`src/sv/cds_pkg.sv`:
```
`timescale 1ns / 1ps
`default_nettype none
package cds_pkg;

  // Default width of the year counter.
  localparam int YEAR_BITS_DEF = 16;
  // Width of the year field of a load beat.
  localparam int LOAD_BITS = 16;
  // Remainder of the year modulo 400 fits in 9 bits.
  localparam int MOD_W = 9;
  localparam int YEAR_CYCLE = 400;
  localparam int DEFAULT_YEAR = 2023;
  localparam int DEFAULT_MOD = DEFAULT_YEAR % YEAR_CYCLE;
  localparam int MONTHS = 12;

  // Year / 400 as (year >> 4) / 25; 5243 / 2^17 stands in for 1/25 and is exact
  // for every 12-bit dividend.
  localparam int RECIP_25 = 5243;
  localparam int RECIP_W = 13;
  localparam int RECIP_SHIFT = 17;

  typedef enum logic [1:0] {
    OP_LOAD = 2'd0,
    OP_ADD  = 2'd1,
    OP_SUB  = 2'd2,
    OP_NOP  = 2'd3
  } opcode_t;

  typedef enum logic [2:0] {
    ST_IDLE,
    ST_LOAD_REM,
    ST_LOAD_SET,
    ST_ADD,
    ST_SUB,
    ST_RESP
  } state_t;

  // Leap test on the year modulo 400 (4/100/400 rule).
  function automatic logic leap_of(input logic [MOD_W-1:0] r);
    logic century;
    century = (r == MOD_W'(100)) || (r == MOD_W'(200)) || (r == MOD_W'(300));
    return (r[1:0] == 2'b00) && !century;
  endfunction

  // Days in month m; 0 for a month code that names no month.
  function automatic logic [4:0] days_in(input logic [3:0] m, input logic leap);
    logic [4:0] n;
    case (m)
      4'd1, 4'd3, 4'd5, 4'd7, 4'd8, 4'd10, 4'd12: n = 5'd31;
      4'd4, 4'd6, 4'd9, 4'd11:                    n = 5'd30;
      4'd2:                                       n = leap ? 5'd29 : 5'd28;
      default:                                    n = 5'd0;
    endcase
    return n;
  endfunction

endpackage
`default_nettype wire

```
`src/sv/calendar_date_stepper.sv`:
```
`timescale 1ns / 1ps
`default_nettype none
// Load: the year modulo 400 is found first (quotient by shift and reciprocal, then remainder).
// Add: one calendar day per cycle through the step unit; subtract: one day back through it.
// The unused opcode leaves the date as it is. One command at a time; busy is high meanwhile
// and drops the cycle after the result; a new beat is taken only while busy is low.
// The result beat is shown for one cycle on done; the receiver cannot stall it.
// Synchronous reset sets the date to 1/1/2023 and returns the sequencer to idle.
module calendar_date_stepper #(
  parameter int YEAR_BITS = cds_pkg::YEAR_BITS_DEF
) (
  input  wire logic        clk,
  input  wire logic        rst,
  input  wire logic        start,
  output logic             busy,
  input  wire logic [1:0]  opcode,
  input  wire logic [5:0]  load_day,
  input  wire logic [3:0]  load_month,
  input  wire logic [15:0] load_year,
  input  wire logic [15:0] day_count,
  output logic             done,
  output logic [4:0]       day,
  output logic [3:0]       month,
  output logic [15:0]      year,
  output logic             leap_year,
  output logic             defaulted,
  output logic             range_hit
);
  import cds_pkg::*;

  localparam logic [32:0] YEAR_MAX = (33'd1 << YEAR_BITS) - 33'd1;

  state_t state;
  state_t state_next;

  // Current date and the year modulo 400 kept alongside for the leap test.
  logic [4:0]           cur_day;
  logic [3:0]           cur_month;
  logic [YEAR_BITS-1:0] cur_year;
  logic [MOD_W-1:0]     cur_mod;

  // Captured command beat.
  logic [5:0]           ld_day;
  logic [3:0]           ld_month;
  logic [LOAD_BITS-1:0] ld_year;
  logic [15:0]          cnt;
  logic                 dflt;
  logic                 hit;

  logic accept;
  logic mod_start;
  logic mod_busy;
  logic [MOD_W-1:0] mod_rem;

  logic                 step_back;
  logic [4:0]           st_day;
  logic [3:0]           st_month;
  logic [YEAR_BITS-1:0] st_year;
  logic [MOD_W-1:0]     st_mod;
  logic                 st_limit;

  logic        load_ok;
  logic [32:0] ld_year_wide;
  logic [32:0] cur_year_wide;

  assign accept = start && !busy;

  // Remainder of the load year modulo 400, needed for the February check.
  cds_mod400 u_mod (
    .clk   (clk),
    .rst   (rst),
    .start (mod_start),
    .value (load_year),
    .rem   (mod_rem),
    .busy  (mod_busy)
  );

  // One-day step unit, shared by add (forward) and subtract (back).
  cds_step #(
    .YEAR_BITS (YEAR_BITS)
  ) u_step (
    .back      (step_back),
    .day_in    (cur_day),
    .month_in  (cur_month),
    .year_in   (cur_year),
    .ymod_in   (cur_mod),
    .day_out   (st_day),
    .month_out (st_month),
    .year_out  (st_year),
    .ymod_out  (st_mod),
    .limit     (st_limit)
  );

  // Validate the captured load against month range, year range and month length.
  assign ld_year_wide = 33'(ld_year);
  assign load_ok = (ld_month >= 4'd1) && (ld_month <= 4'(MONTHS)) &&
                   (ld_year != '0) && (ld_year_wide <= YEAR_MAX) &&
                   (ld_day != '0) &&
                   (ld_day <= 6'(days_in(ld_month, leap_of(mod_rem))));

  // Next state.
  always_comb begin
    state_next = state;
    case (state)
      ST_IDLE: begin
        if (start) begin
          case (opcode_t'(opcode))
            OP_LOAD: state_next = ST_LOAD_REM;
            OP_ADD:  state_next = ST_ADD;
            OP_SUB:  state_next = ST_SUB;
            default: state_next = ST_RESP;
          endcase
        end
      end
      ST_LOAD_REM: begin
        if (!mod_busy) begin
          state_next = ST_LOAD_SET;
        end
      end
      ST_LOAD_SET: state_next = ST_RESP;
      ST_ADD: begin
        // Finish on an empty count, the last day, or the top of the year range.
        if ((cnt <= 16'd1) || st_limit) begin
          state_next = ST_RESP;
        end
      end
      ST_SUB:  state_next = ST_RESP;
      ST_RESP: state_next = ST_IDLE;
      default: state_next = ST_IDLE;
    endcase
  end

  // Outputs of the sequencer.
  always_comb begin
    busy      = (state != ST_IDLE);
    done      = (state == ST_RESP);
    mod_start = (state == ST_IDLE) && start && (opcode_t'(opcode) == OP_LOAD);
    step_back = (state == ST_SUB);
  end

  always_ff @(posedge clk) begin
    if (rst) begin
      state     <= ST_IDLE;
      cur_day   <= 5'd1;
      cur_month <= 4'd1;
      cur_year  <= YEAR_BITS'(DEFAULT_YEAR);
      cur_mod   <= MOD_W'(DEFAULT_MOD);
      dflt      <= 1'b0;
      hit       <= 1'b0;
      cnt       <= '0;
    end else begin
      state <= state_next;
      if (accept) begin
        ld_day   <= load_day;
        ld_month <= load_month;
        ld_year  <= load_year;
        cnt      <= day_count;
        dflt     <= 1'b0;
        hit      <= 1'b0;
      end
      case (state)
        ST_LOAD_SET: begin
          if (load_ok) begin
            cur_day   <= ld_day[4:0];
            cur_month <= ld_month;
            cur_year  <= ld_year_wide[YEAR_BITS-1:0];
            cur_mod   <= mod_rem;
          end else begin
            // Fall back to the default date.
            cur_day   <= 5'd1;
            cur_month <= 4'd1;
            cur_year  <= YEAR_BITS'(DEFAULT_YEAR);
            cur_mod   <= MOD_W'(DEFAULT_MOD);
            dflt      <= 1'b1;
          end
        end
        ST_ADD: begin
          if (cnt != '0) begin
            if (st_limit) begin
              // Hold the date at the top and drop the remaining days.
              hit <= 1'b1;
            end else begin
              cur_day   <= st_day;
              cur_month <= st_month;
              cur_year  <= st_year;
              cur_mod   <= st_mod;
              cnt       <= cnt - 16'd1;
            end
          end
        end
        ST_SUB: begin
          if (st_limit) begin
            hit <= 1'b1;
          end else begin
            cur_day   <= st_day;
            cur_month <= st_month;
            cur_year  <= st_year;
            cur_mod   <= st_mod;
          end
        end
        default: begin
        end
      endcase
    end
  end

  // Result beat comes straight from the date registers and the flags.
  assign cur_year_wide = 33'(cur_year);
  assign day       = cur_day;
  assign month     = cur_month;
  assign year      = cur_year_wide[15:0];
  assign leap_year = leap_of(cur_mod);
  assign defaulted = dflt;
  assign range_hit = hit;

endmodule
`default_nettype wire

```
`src/sv/cds_mod400.sv`:
```
`timescale 1ns / 1ps
`default_nettype none
module cds_mod400 (
  input  wire logic                         clk,
  input  wire logic                         rst,
  input  wire logic                         start,
  input  wire logic [cds_pkg::LOAD_BITS-1:0] value,
  output logic      [cds_pkg::MOD_W-1:0]     rem,
  output logic                               busy
);
  import cds_pkg::*;

  localparam int STEPS = 2;
  localparam int CNT_W = 2;
  localparam int X_W   = LOAD_BITS - 4;
  localparam int P_W   = X_W + RECIP_W;
  localparam int Q_W   = P_W - RECIP_SHIFT;

  logic [LOAD_BITS-1:0] val;
  logic [Q_W-1:0]       quot;
  logic [CNT_W-1:0]     cnt;
  logic [P_W-1:0]       prod;
  logic [LOAD_BITS-1:0] diff;

  // Quotient by 400: shift out the factor 16, then multiply by the reciprocal of 25.
  assign prod = P_W'(val[LOAD_BITS-1:4]) * P_W'(RECIP_25);
  // Remainder from the registered quotient; below 400 once that quotient is the one of val.
  assign diff = val - LOAD_BITS'(quot) * LOAD_BITS'(YEAR_CYCLE);

  // The quotient is registered first, then the remainder from it.
  always_ff @(posedge clk) begin
    if (rst) begin
      cnt <= '0;
    end else if (start) begin
      cnt <= CNT_W'(STEPS);
      val <= value;
    end else if (cnt != '0) begin
      cnt  <= cnt - CNT_W'(1);
      quot <= prod[P_W-1:RECIP_SHIFT];
      rem  <= diff[MOD_W-1:0];
    end
  end

  assign busy = (cnt != '0);

endmodule
`default_nettype wire

```
`src/sv/cds_step.sv`:
```
`timescale 1ns / 1ps
`default_nettype none
module cds_step #(
  parameter int YEAR_BITS = cds_pkg::YEAR_BITS_DEF
) (
  input  wire logic                       back,
  input  wire logic [4:0]                 day_in,
  input  wire logic [3:0]                 month_in,
  input  wire logic [YEAR_BITS-1:0]       year_in,
  input  wire logic [cds_pkg::MOD_W-1:0]  ymod_in,
  output logic      [4:0]                 day_out,
  output logic      [3:0]                 month_out,
  output logic      [YEAR_BITS-1:0]       year_out,
  output logic      [cds_pkg::MOD_W-1:0]  ymod_out,
  output logic                            limit
);
  import cds_pkg::*;

  logic       leap;
  logic [4:0] dim;
  logic [4:0] dim_prev;

  assign leap     = leap_of(ymod_in);
  assign dim      = days_in(month_in, leap);
  assign dim_prev = days_in(month_in - 4'd1, leap);

  always_comb begin
    day_out   = day_in;
    month_out = month_in;
    year_out  = year_in;
    ymod_out  = ymod_in;
    limit     = 1'b0;
    if (!back) begin
      if (day_in >= dim) begin
        if (month_in >= 4'(MONTHS)) begin
          if (&year_in) begin
            limit = 1'b1;
          end else begin
            year_out  = year_in + YEAR_BITS'(1);
            month_out = 4'd1;
            day_out   = 5'd1;
            ymod_out  = (ymod_in == MOD_W'(YEAR_CYCLE - 1)) ? '0 : ymod_in + MOD_W'(1);
          end
        end else begin
          month_out = month_in + 4'd1;
          day_out   = 5'd1;
        end
      end else begin
        day_out = day_in + 5'd1;
      end
    end else begin
      if (day_in <= 5'd1) begin
        if (month_in <= 4'd1) begin
          if (year_in <= YEAR_BITS'(1)) begin
            limit = 1'b1;
          end else begin
            year_out  = year_in - YEAR_BITS'(1);
            month_out = 4'(MONTHS);
            day_out   = 5'd31;
            ymod_out  = (ymod_in == '0) ? MOD_W'(YEAR_CYCLE - 1) : ymod_in - MOD_W'(1);
          end
        end else begin
          // Last day of the previous month of the same year (February when stepping back from March).
          month_out = month_in - 4'd1;
          day_out   = dim_prev;
        end
      end else begin
        day_out = day_in - 5'd1;
      end
    end
  end

endmodule
`default_nettype wire

```
`config.mk`:
```
export PLATFORM = sky130hd
export DESIGN_NAME = calendar_date_stepper
export DESIGN_NICKNAME = d
export VERILOG_FILES = /design/src/sv/cds_pkg.sv /design/src/sv/calendar_date_stepper.sv /design/src/sv/cds_mod400.sv /design/src/sv/cds_step.sv
export SDC_FILE = /design/constraint.sdc
export NUM_CORES = 1
export LEC_CHECK = 0
export BUFFER_PORTS_ARGS = -buffer_cell sky130_fd_sc_hd__buf_2
export CORE_UTILIZATION = 60
export CTS_CLUSTER_SIZE = 40
export DETAILED_ROUTE_END_ITERATION = 16
export GPL_ROUTABILITY_DRIVEN = 0
export GPL_TIMING_DRIVEN = 0
export PLACE_DENSITY = 0.8
export SYNTH_ARGS = -nofsm -noshare
export SYNTH_HDL_FRONTEND = slang
export SYNTH_SLANG_ARGS = --single-unit
```
`constraint.sdc`:
```
create_clock -name clk -period 11.3 [get_ports clk]
set_input_delay 0.565 -clock clk [delete_from_list [all_inputs] [get_ports clk]]
set_output_delay 0.565 -clock clk [all_outputs]
set_load 0.05 [all_outputs]
```
==> reports/qor.csv, run 1 <==
stage,metric,value,unit
power_and_ir_drop,vdd_ir_drop_max,0.121,mV
setup_path,cp.required,11.46,ns
clocking,clock_latency,0.42,ns
sta,slew_viol_final,0,
synthesis,synth_top_area_frac,0.179,
sta,fin_crit_sh,0.520,
synthesis,synth_ff_type,dfxtp_1,
global_routing,grt_pass1_vias,8133,
sta,setup_tns,0,ns
route,drt_first_pass_iters,8,
placement,port_buffers,75,
route,vias_per_cell,6.17,
floorplanning,ios,77,
setup_path,reg2reg_slack,5.43,ns
setup_path,path_cells,fa_1 -> inv_1 -> fa_1 -> inv_1 -> ha_1 -> fa_1 -> inv_1 -> fa_1 -> inv_1 -> ha_1 -> a22o_1 -> o41ai_1 -> nand4_1 -> a221o_1 -> and4_1 -> or3_1,
cells_and_area,final_nets,1334,
cells_and_area,syn2layout_area_growth,13.7,%
clocking,cts_tree,built,
route,vias,8393,
setup_path,cp_slowest_stage_delay,0.65,ns
cells_and_area,fill_cells,1218,
synthesis,syn_area,0.00940,mm²
clocking,htree_levels,4,
power_and_ir_drop,switching_share,0.445,
floorplanning,rows,45,
route,first_iter_violations,771,
setup_path,worstRegToRegCells,16,
floorplanning,core_area,0.0153,mm²
status,status,finished clean,
sta,hold_viol_final,0,
synthesis,synth_edf_count,56,
clocking,numCtsBuffers,17,
global_routing,grt_antenna_before_repair,0,
synthesis,synth.net_count,1236,
sta,max_slew_margin,0.355,
setup_path,worst_setup_path_start_kind,flip-flop,
power_and_ir_drop,combPwrFrac,0.497,
floorplanning,die-width,127,µm
synthesis,synth.top_cells.by_count,"inv_1 (123), ha_1 (109), nor2_1 (74)",
setup_path,crit_fanout,6,
sta,clock.fmax,0.170,GHz
route,remaining_drc_errors,0,
route,ant_nets,0,
setup_path,crit_end,u_mod.quot[4]$_DFFE_PP_,
setup_path,timing.rr.end,u_mod.quot[4]$_DFFE_PP_,
global_routing,grt_first_pass_wirelength,40800,µm
sta,final.setup_skew,0.00857,ns
clocking,cts_hold_buf,0,
sta,rsz0062_at_grt,false,
global_routing,global_route.usage.total,0.327,
synthesis,yosysSeqAreaShare,0.300,
sta,worstMarginPinSlew,0.958,ns
synthesis,synth_cell_types,85,
floorplanning,die_area,0.0162,mm²
synthesis,yosys_warnings,0,
floorplanning,dieHeight,127,µm
global_routing,grt-ovfl-total,0,
synthesis,synthCells,1038,
synthesis,async_flop_share,0,
min_path,hold_path.class,in2reg,
floorplanning,initial_utilization,0.616,
setup_path,path_class,reg2reg,
cells_and_area,layout-drive-gt1-share,0.138,
setup_path,critPathSlowestCell,fa_1,
sta,setup_viol,0,
clocking,clk_pin_slew,0.05,ns
cells_and_area,antenna_cells,0,
power_and_ir_drop,netSwitchingPower,0.000994,W
setup_path,setup.worst_path.start,u_mod.val[7]$_DFFE_PP_,
clocking,cts_resized,0,
clocking,cts-root-buf,clkbuf_16,
synthesis,yosys.area.top_type,edfxtp_1,
setup_path,cp_top_family,adder cells,
route,routed_wl,25200,µm
setup_path,end_kind,flip-flop,
min_path,min_path_cells,1,
flow_run,max-cap-violations,0,
setup_path,cp.arrival,6.04,ns
synthesis,yosysMostFrequentCell,inv_1,
power_and_ir_drop,powerDensity,209,mW/mm²
power_and_ir_drop,clockPowerShare,0.237,
synthesis,syn_avg_cell_area,9.05,µm²
power_and_ir_drop,p_int,0.00124,W
power_and_ir_drop,leakage,4.68,nW
setup_path,crit_buf_inv,4,
synthesis,ys_seq_elements,113,
route,wl_per_cell,18.5,µm
cells_and_area,post-route-util,0.700,
clocking,cts_setup_buffers,0,
global_routing,grt_max_degree,19,
clocking,ctsLongestPathBuffers,2,
placement,dp_hpwl,19100,µm
setup_path,reg2reg_from,u_mod.val[7]$_DFFE_PP_,
synthesis,ys_top_cells_by_area,"edfxtp_1 (18%), ha_1 (15%), dfxtp_1 (12%), fa_1 (8.9%), inv_1 (4.9%)",
power_and_ir_drop,power_frac_seq,0.266,
clocking,cts_sinks,113,
sta,fin_crit,5.87,ns
setup_path,cp_num_cells,16,
-- metal layers --
layer | vias to the layer above | part of all wire | wire (µm) | track usage
met2 | 364 | 0.48 | 12000 | 0.541
li1 | 3959 | - | - | -
met5 | - | 0 | 0 | 0
met3 | 84 | 0.066 | 1680 | 0.0637
met1 | 3986 | 0.41 | 10400 | 0.408
met4 | 0 | 0.046 | 1160 | 0.167
-- metrics by stage --
stage / std cells / area (µm²) / hold WS (ns) / worst slack (ns) / power [W]
final: 1360 / 10700 / 0.318 / 5.43 / 0.00223
after global routing: 1360 / 10700 / 0.310 / 5.14 / 0.00238
after CTS: 1360 / 10700 / 0.314 / 5.42 / 0.00221
after detailed placement: 1328 / 10100 / 0.405 / 5.44 / 0.00168
after global placement: 1324 / 10000 / 0.404 / 5.56 / 0.00165
after floorplan: 1038 / 9400 / 0.400 / 6.21 / 0.00141
-- cells by family after synthesis --
family                     after synthesis  share of synthesized area
AOI/OAI and AO/OA                      265                      0.186
xor gates and xnor gates                27                     0.0252
buffers and inverters                  177                     0.0795
and+or+nand+nor                        298                      0.167
adders and majority gates              151                      0.235
DFF                                    113                      0.300
muxes                                    7                    0.00759
-- area by class of cell --
cell class | instances | area (µm²) | share of cell area
multi-input cells | 748 | 5840 | 0.547
clock buffers | 20 | 489 | 0.0458
plain buffers | 54 | 285 | 0.0267
repair buffers | 79 | 417 | 0.0390
well taps | 211 | 264 | 0.0247
flip-flops and latches | 113 | 2820 | 0.264
inverters | 123 | 462 | 0.0432
clock inverters | 12 | 101 | 0.00949
-- how the worst min path moves through the flow --
stage                           startpoint                     end
finish                         load_day[2]     ld_day[2]$_DFFE_PP_
global route                   load_day[2]     ld_day[2]$_DFFE_PP_
CTS                          load_month[1]   ld_month[1]$_DFFE_PP_
detailed placement  u_mod.val[0]$_DFFE_PP_  u_mod.rem[0]$_DFFE_PP_
global placement    u_mod.val[0]$_DFFE_PP_  u_mod.rem[0]$_DFFE_PP_
floorplan           u_mod.val[0]$_DFFE_PP_  u_mod.rem[0]$_DFFE_PP_
-- worst register-to-register path, delay by kind of cell, from the launching register on --
| family | cells | cell delay (ns) |
|---|---|---|
| fa+ha+maj | 6 | 2.89 |
| buf+inv | 4 | 0.24 |
| flops | 1 | 0.59 |
| compound gates | 3 | 1.08 |
| simple gates | 3 | 0.83 |
-- layout by cell type, fill, tap and decap left out, types with 22 or more instances in the layout --
cell / instances
nand2_1: 57
buf_2: 82
fa_1: 42
nor2_1: 73
a21oi_1: 65
dfxtp_1: 57
o21ai_0: 60
inv_1: 123
clkbuf_1: 32
nor3_1: 27
edfxtp_1: 56
ha_1: 109
nand3_1: 22
-- flip-flops by register name (all words and copies together) (netlist names) --
register and flops:
state 3, u_mod.cnt 2, u_mod.quot 5, range_hit 1, u_mod.rem 9, month 4
ld_month 4, day 5, cnt 16, year 16, ld_day 6, u_mod.val 16
defaulted 1, cur_mod 9, ld_year 16
-- power by group through the flow --
stage	Sequential, W	Clock, W	Combinational, W
6_report	0.000594	0.000529	0.00111
4_1_cts	0.000590	0.000530	0.00109
5_1_grt	0.000602	0.000550	0.00123
3_5_place_dp	0.000598	0	0.00108
3_3_place_gp	0.000596	0	0.00105
2_1_floorplan	0.000667	0	0.000738
Power figures use the tool's default switching activity.
==> run 2, diff against run 1 <==
--- a/config.mk
+++ b/config.mk
@@ -6,12 +6,12 @@
 export NUM_CORES = 1
 export LEC_CHECK = 0
 export BUFFER_PORTS_ARGS = -buffer_cell sky130_fd_sc_hd__buf_2
-export CORE_UTILIZATION = 60
+export CORE_UTILIZATION = 56
 export CTS_CLUSTER_SIZE = 40
 export DETAILED_ROUTE_END_ITERATION = 16
 export GPL_ROUTABILITY_DRIVEN = 0
 export GPL_TIMING_DRIVEN = 0
-export PLACE_DENSITY = 0.8
+export PLACE_DENSITY = 0.78
 export SYNTH_ARGS = -nofsm -noshare
 export SYNTH_HDL_FRONTEND = slang
 export SYNTH_SLANG_ARGS = --single-unit
==> constraint.sdc (replaced) <==
create_clock -name clk -period 4.8 [get_ports clk]
set_input_delay 0.24 -clock clk [delete_from_list [all_inputs] [get_ports clk]]
set_output_delay 0.24 -clock clk [all_outputs]
set_load 0.05 [all_outputs]
==> run 2 against run 1 <==
The run now ends with negative setup slack left; critical path type unchanged; register-to-register slack lost 5.7 ns; setup slack worse by 5.7 ns; sequential share of layout area fell by 1.1 points; combinational power grew to 2.5 times the previous value; count of clock-buffer cells in the layout down 2; wire length up 2.5%.
==> reports/qor.csv, run 2 (synthesis gave the netlist of run 1 again) <==
stage,metric,value,unit
status,status,"finished, violations left",
status,violations,negative setup slack,
route,vias_per_cell,6.10,
route,remaining_drc_errors,0,
floorplanning,core_area,0.0161,mm²
global_routing,grt-ovfl-total,0,
route,drt_first_pass_iters,5,
setup_path,path_class,reg2reg,
clocking,ctsLongestPathBuffers,2,
placement,port_buffers,75,
global_routing,global_route.usage.total,0.304,
cells_and_area,final_nets,1369,
sta,clock.fmax,0.198,GHz
floorplanning,die_area,0.0173,mm²
floorplanning,ios,77,
power_and_ir_drop,leakage,4.83,nW
power_and_ir_drop,power_frac_seq,0.256,
setup_path,end_kind,flip-flop,
cells_and_area,syn2layout_area_growth,18.6,%
sta,max_slew_margin,0.321,
setup_path,cp.arrival,5.22,ns
sta,fin_crit_sh,1.05,
sta,slew_viol_final,0,
global_routing,grt_max_degree,27,
sta,setup_tns,-0.492,ns
clocking,clock_latency,0.43,ns
power_and_ir_drop,power,0.00545,W
cells_and_area,layout-drive-gt1-share,0.174,
floorplanning,initial_utilization,0.583,
clocking,numCtsBuffers,17,
power_and_ir_drop,powerDensity,489,mW/mm²
route,routed_wl,25800,µm
cells_and_area,antenna_cells,0,
power_and_ir_drop,combPwrFrac,0.518,
floorplanning,die-width,132,µm
sta,hold_viol_final,0,
global_routing,grt_first_pass_wirelength,41100,µm
cells_and_area,layout_common_cells,"inv_1 (114), ha_1 (100), buf_2 (82)",
setup_path,cp.required,4.97,ns
clocking,htree_levels,4,
cells_and_area,final_common_cell,inv_1,
sta,setup_viol,3,
sta,rsz0062_at_grt,true,
route,ant_nets,0,
sta,setup_ws,-0.247,ns
sta,worstMarginPinSlew,1.01,ns
route,first_iter_violations,776,
clocking,clk_pin_slew,0.06,ns
placement,placed_cell_area,0.0101,mm²
power_and_ir_drop,netSwitchingPower,0.00242,W
cells_and_area,design_area,0.0111,mm²
clocking,cts-root-buf,clkbuf_16,
clocking,cts_tree,built,
floorplanning,rows,46,
route,vias,8537,
placement,dp_hpwl,18800,µm
global_routing,grt_pass1_vias,8135,
global_routing,grt_antenna_before_repair,0,
route,wl_per_cell,18.5,µm
sta,final.setup_skew,0.00810,ns
power_and_ir_drop,p_int,0.00303,W
floorplanning,dieHeight,132,µm
power_and_ir_drop,vdd_ir_drop_max,0.335,mV
clocking,cts_sinks,113,
flow_run,max-cap-violations,0,
sta,fin_crit,5.05,ns
setup_path,crit_fanout,3,
power_and_ir_drop,switching_share,0.445,
min_path,hold_path.class,in2reg,
setup_path,worst_setup_path_start_kind,flip-flop,
power_and_ir_drop,clockPowerShare,0.226,
-- run 2: cell count changes in the layout (fill, tap and decap cells not counted), moves of 3 or more --
cell	previous run	this run
a21oi_1	65	62
buf_4	6	25
buf_6	7	11
dlygate4sd3_1	0	13
ha_1	109	100
ha_4	0	8
inv_1	123	114
inv_2	0	9
-- run 2: final cells by class --
type                    instances  area [µm²]
plain buffers                  54         287
clock buffers                  18         429
clock inverters                14         141
fillers                      1255        4970
inverters                     123         462
multi-input cells             748        6010
flip-flops and latches        113        2820
well taps                     216         270
repair buffers                114         719
-- run 2: routing by layer --
| metal | part of all wire | vias up | global-route usage |
|---|---|---|---|
| met3 | 0.078 | 70 | 0.0667 |
| met4 | 0.033 | 0 | 0.137 |
| met1 | 0.42 | 4048 | 0.389 |
| met5 | 0 | - | 0 |
| met2 | 0.47 | 397 | 0.490 |
| li1 | - | 4022 | - |
-- run 2: critical path, stage by stage, from the launching register on --
cell and delay (ns):
edfxtp_1 0.37, inv_2 0.05, fa_1 0.58, fa_1 0.46, fa_2 0.55, inv_2 0.04, fa_1 0.49, inv_2 0.04
fa_2 0.52, inv_2 0.04, ha_4 0.26, nand4_1 0.17, a21oi_2 0.19, o41ai_2 0.11, nand4_1 0.15, a221o_1 0.22
buf_6 0.14, nor4_1 0.04, or3_1 0.36
-- run 2: timing repair --
action | CTS | global route
pin swaps | 22 | 16
setup buffers | 21 | 7
gates resized for setup | 17 | 16
endpoints found under the setup margin | 5 | 6
hold buffers | 13 | 0
hold endpoints to repair | 17 | 0
-- run 2: per-stage QoR --
stage	instances	utilization	worst slack [ns]	hold WS (ns)
global placement	1329	0.624	-0.570	0.405
floorplan	1038	-	-0.0594	0.339
CTS	1396	0.686	-0.198	0.000197
detailed placement	1332	0.627	-0.646	0.409
global route	1400	0.691	-0.398	-0.00598
finish	1400	0.691	-0.247	0.00420
-- run 2: final timing paths --
| check | slack, ns | end | cells past startpoint | from |
|---|---|---|---|---|
| worst min register to register | 0.42 | u_mod.rem[3]$_DFFE_PP_ | 0 | u_mod.val[3]$_DFFE_PP_ |
| worst max-delay path | -0.25 | u_mod.quot[4]$_DFFE_PP_ | 18 | u_mod.val[11]$_DFFE_PP_ |
| worst max register to register | -0.25 | u_mod.quot[4]$_DFFE_PP_ | 18 | u_mod.val[11]$_DFFE_PP_ |
| worst min-delay path | 0.004 | u_mod.val[2]$_DFFE_PP_ | 1 | load_year[2] |
-- run 2: power groups by stage --
| stage | logic (W) | clock network (W) | registers [W] |
|---|---|---|---|
| floorplan | 0.00174 | 0 | 0.00157 |
| global placement | 0.00249 | 0 | 0.00140 |
| detailed placement | 0.00254 | 0 | 0.00141 |
| CTS | 0.00273 | 0.00124 | 0.00139 |
| global route | 0.00310 | 0.00128 | 0.00141 |
| finish | 0.00282 | 0.00123 | 0.00139 |
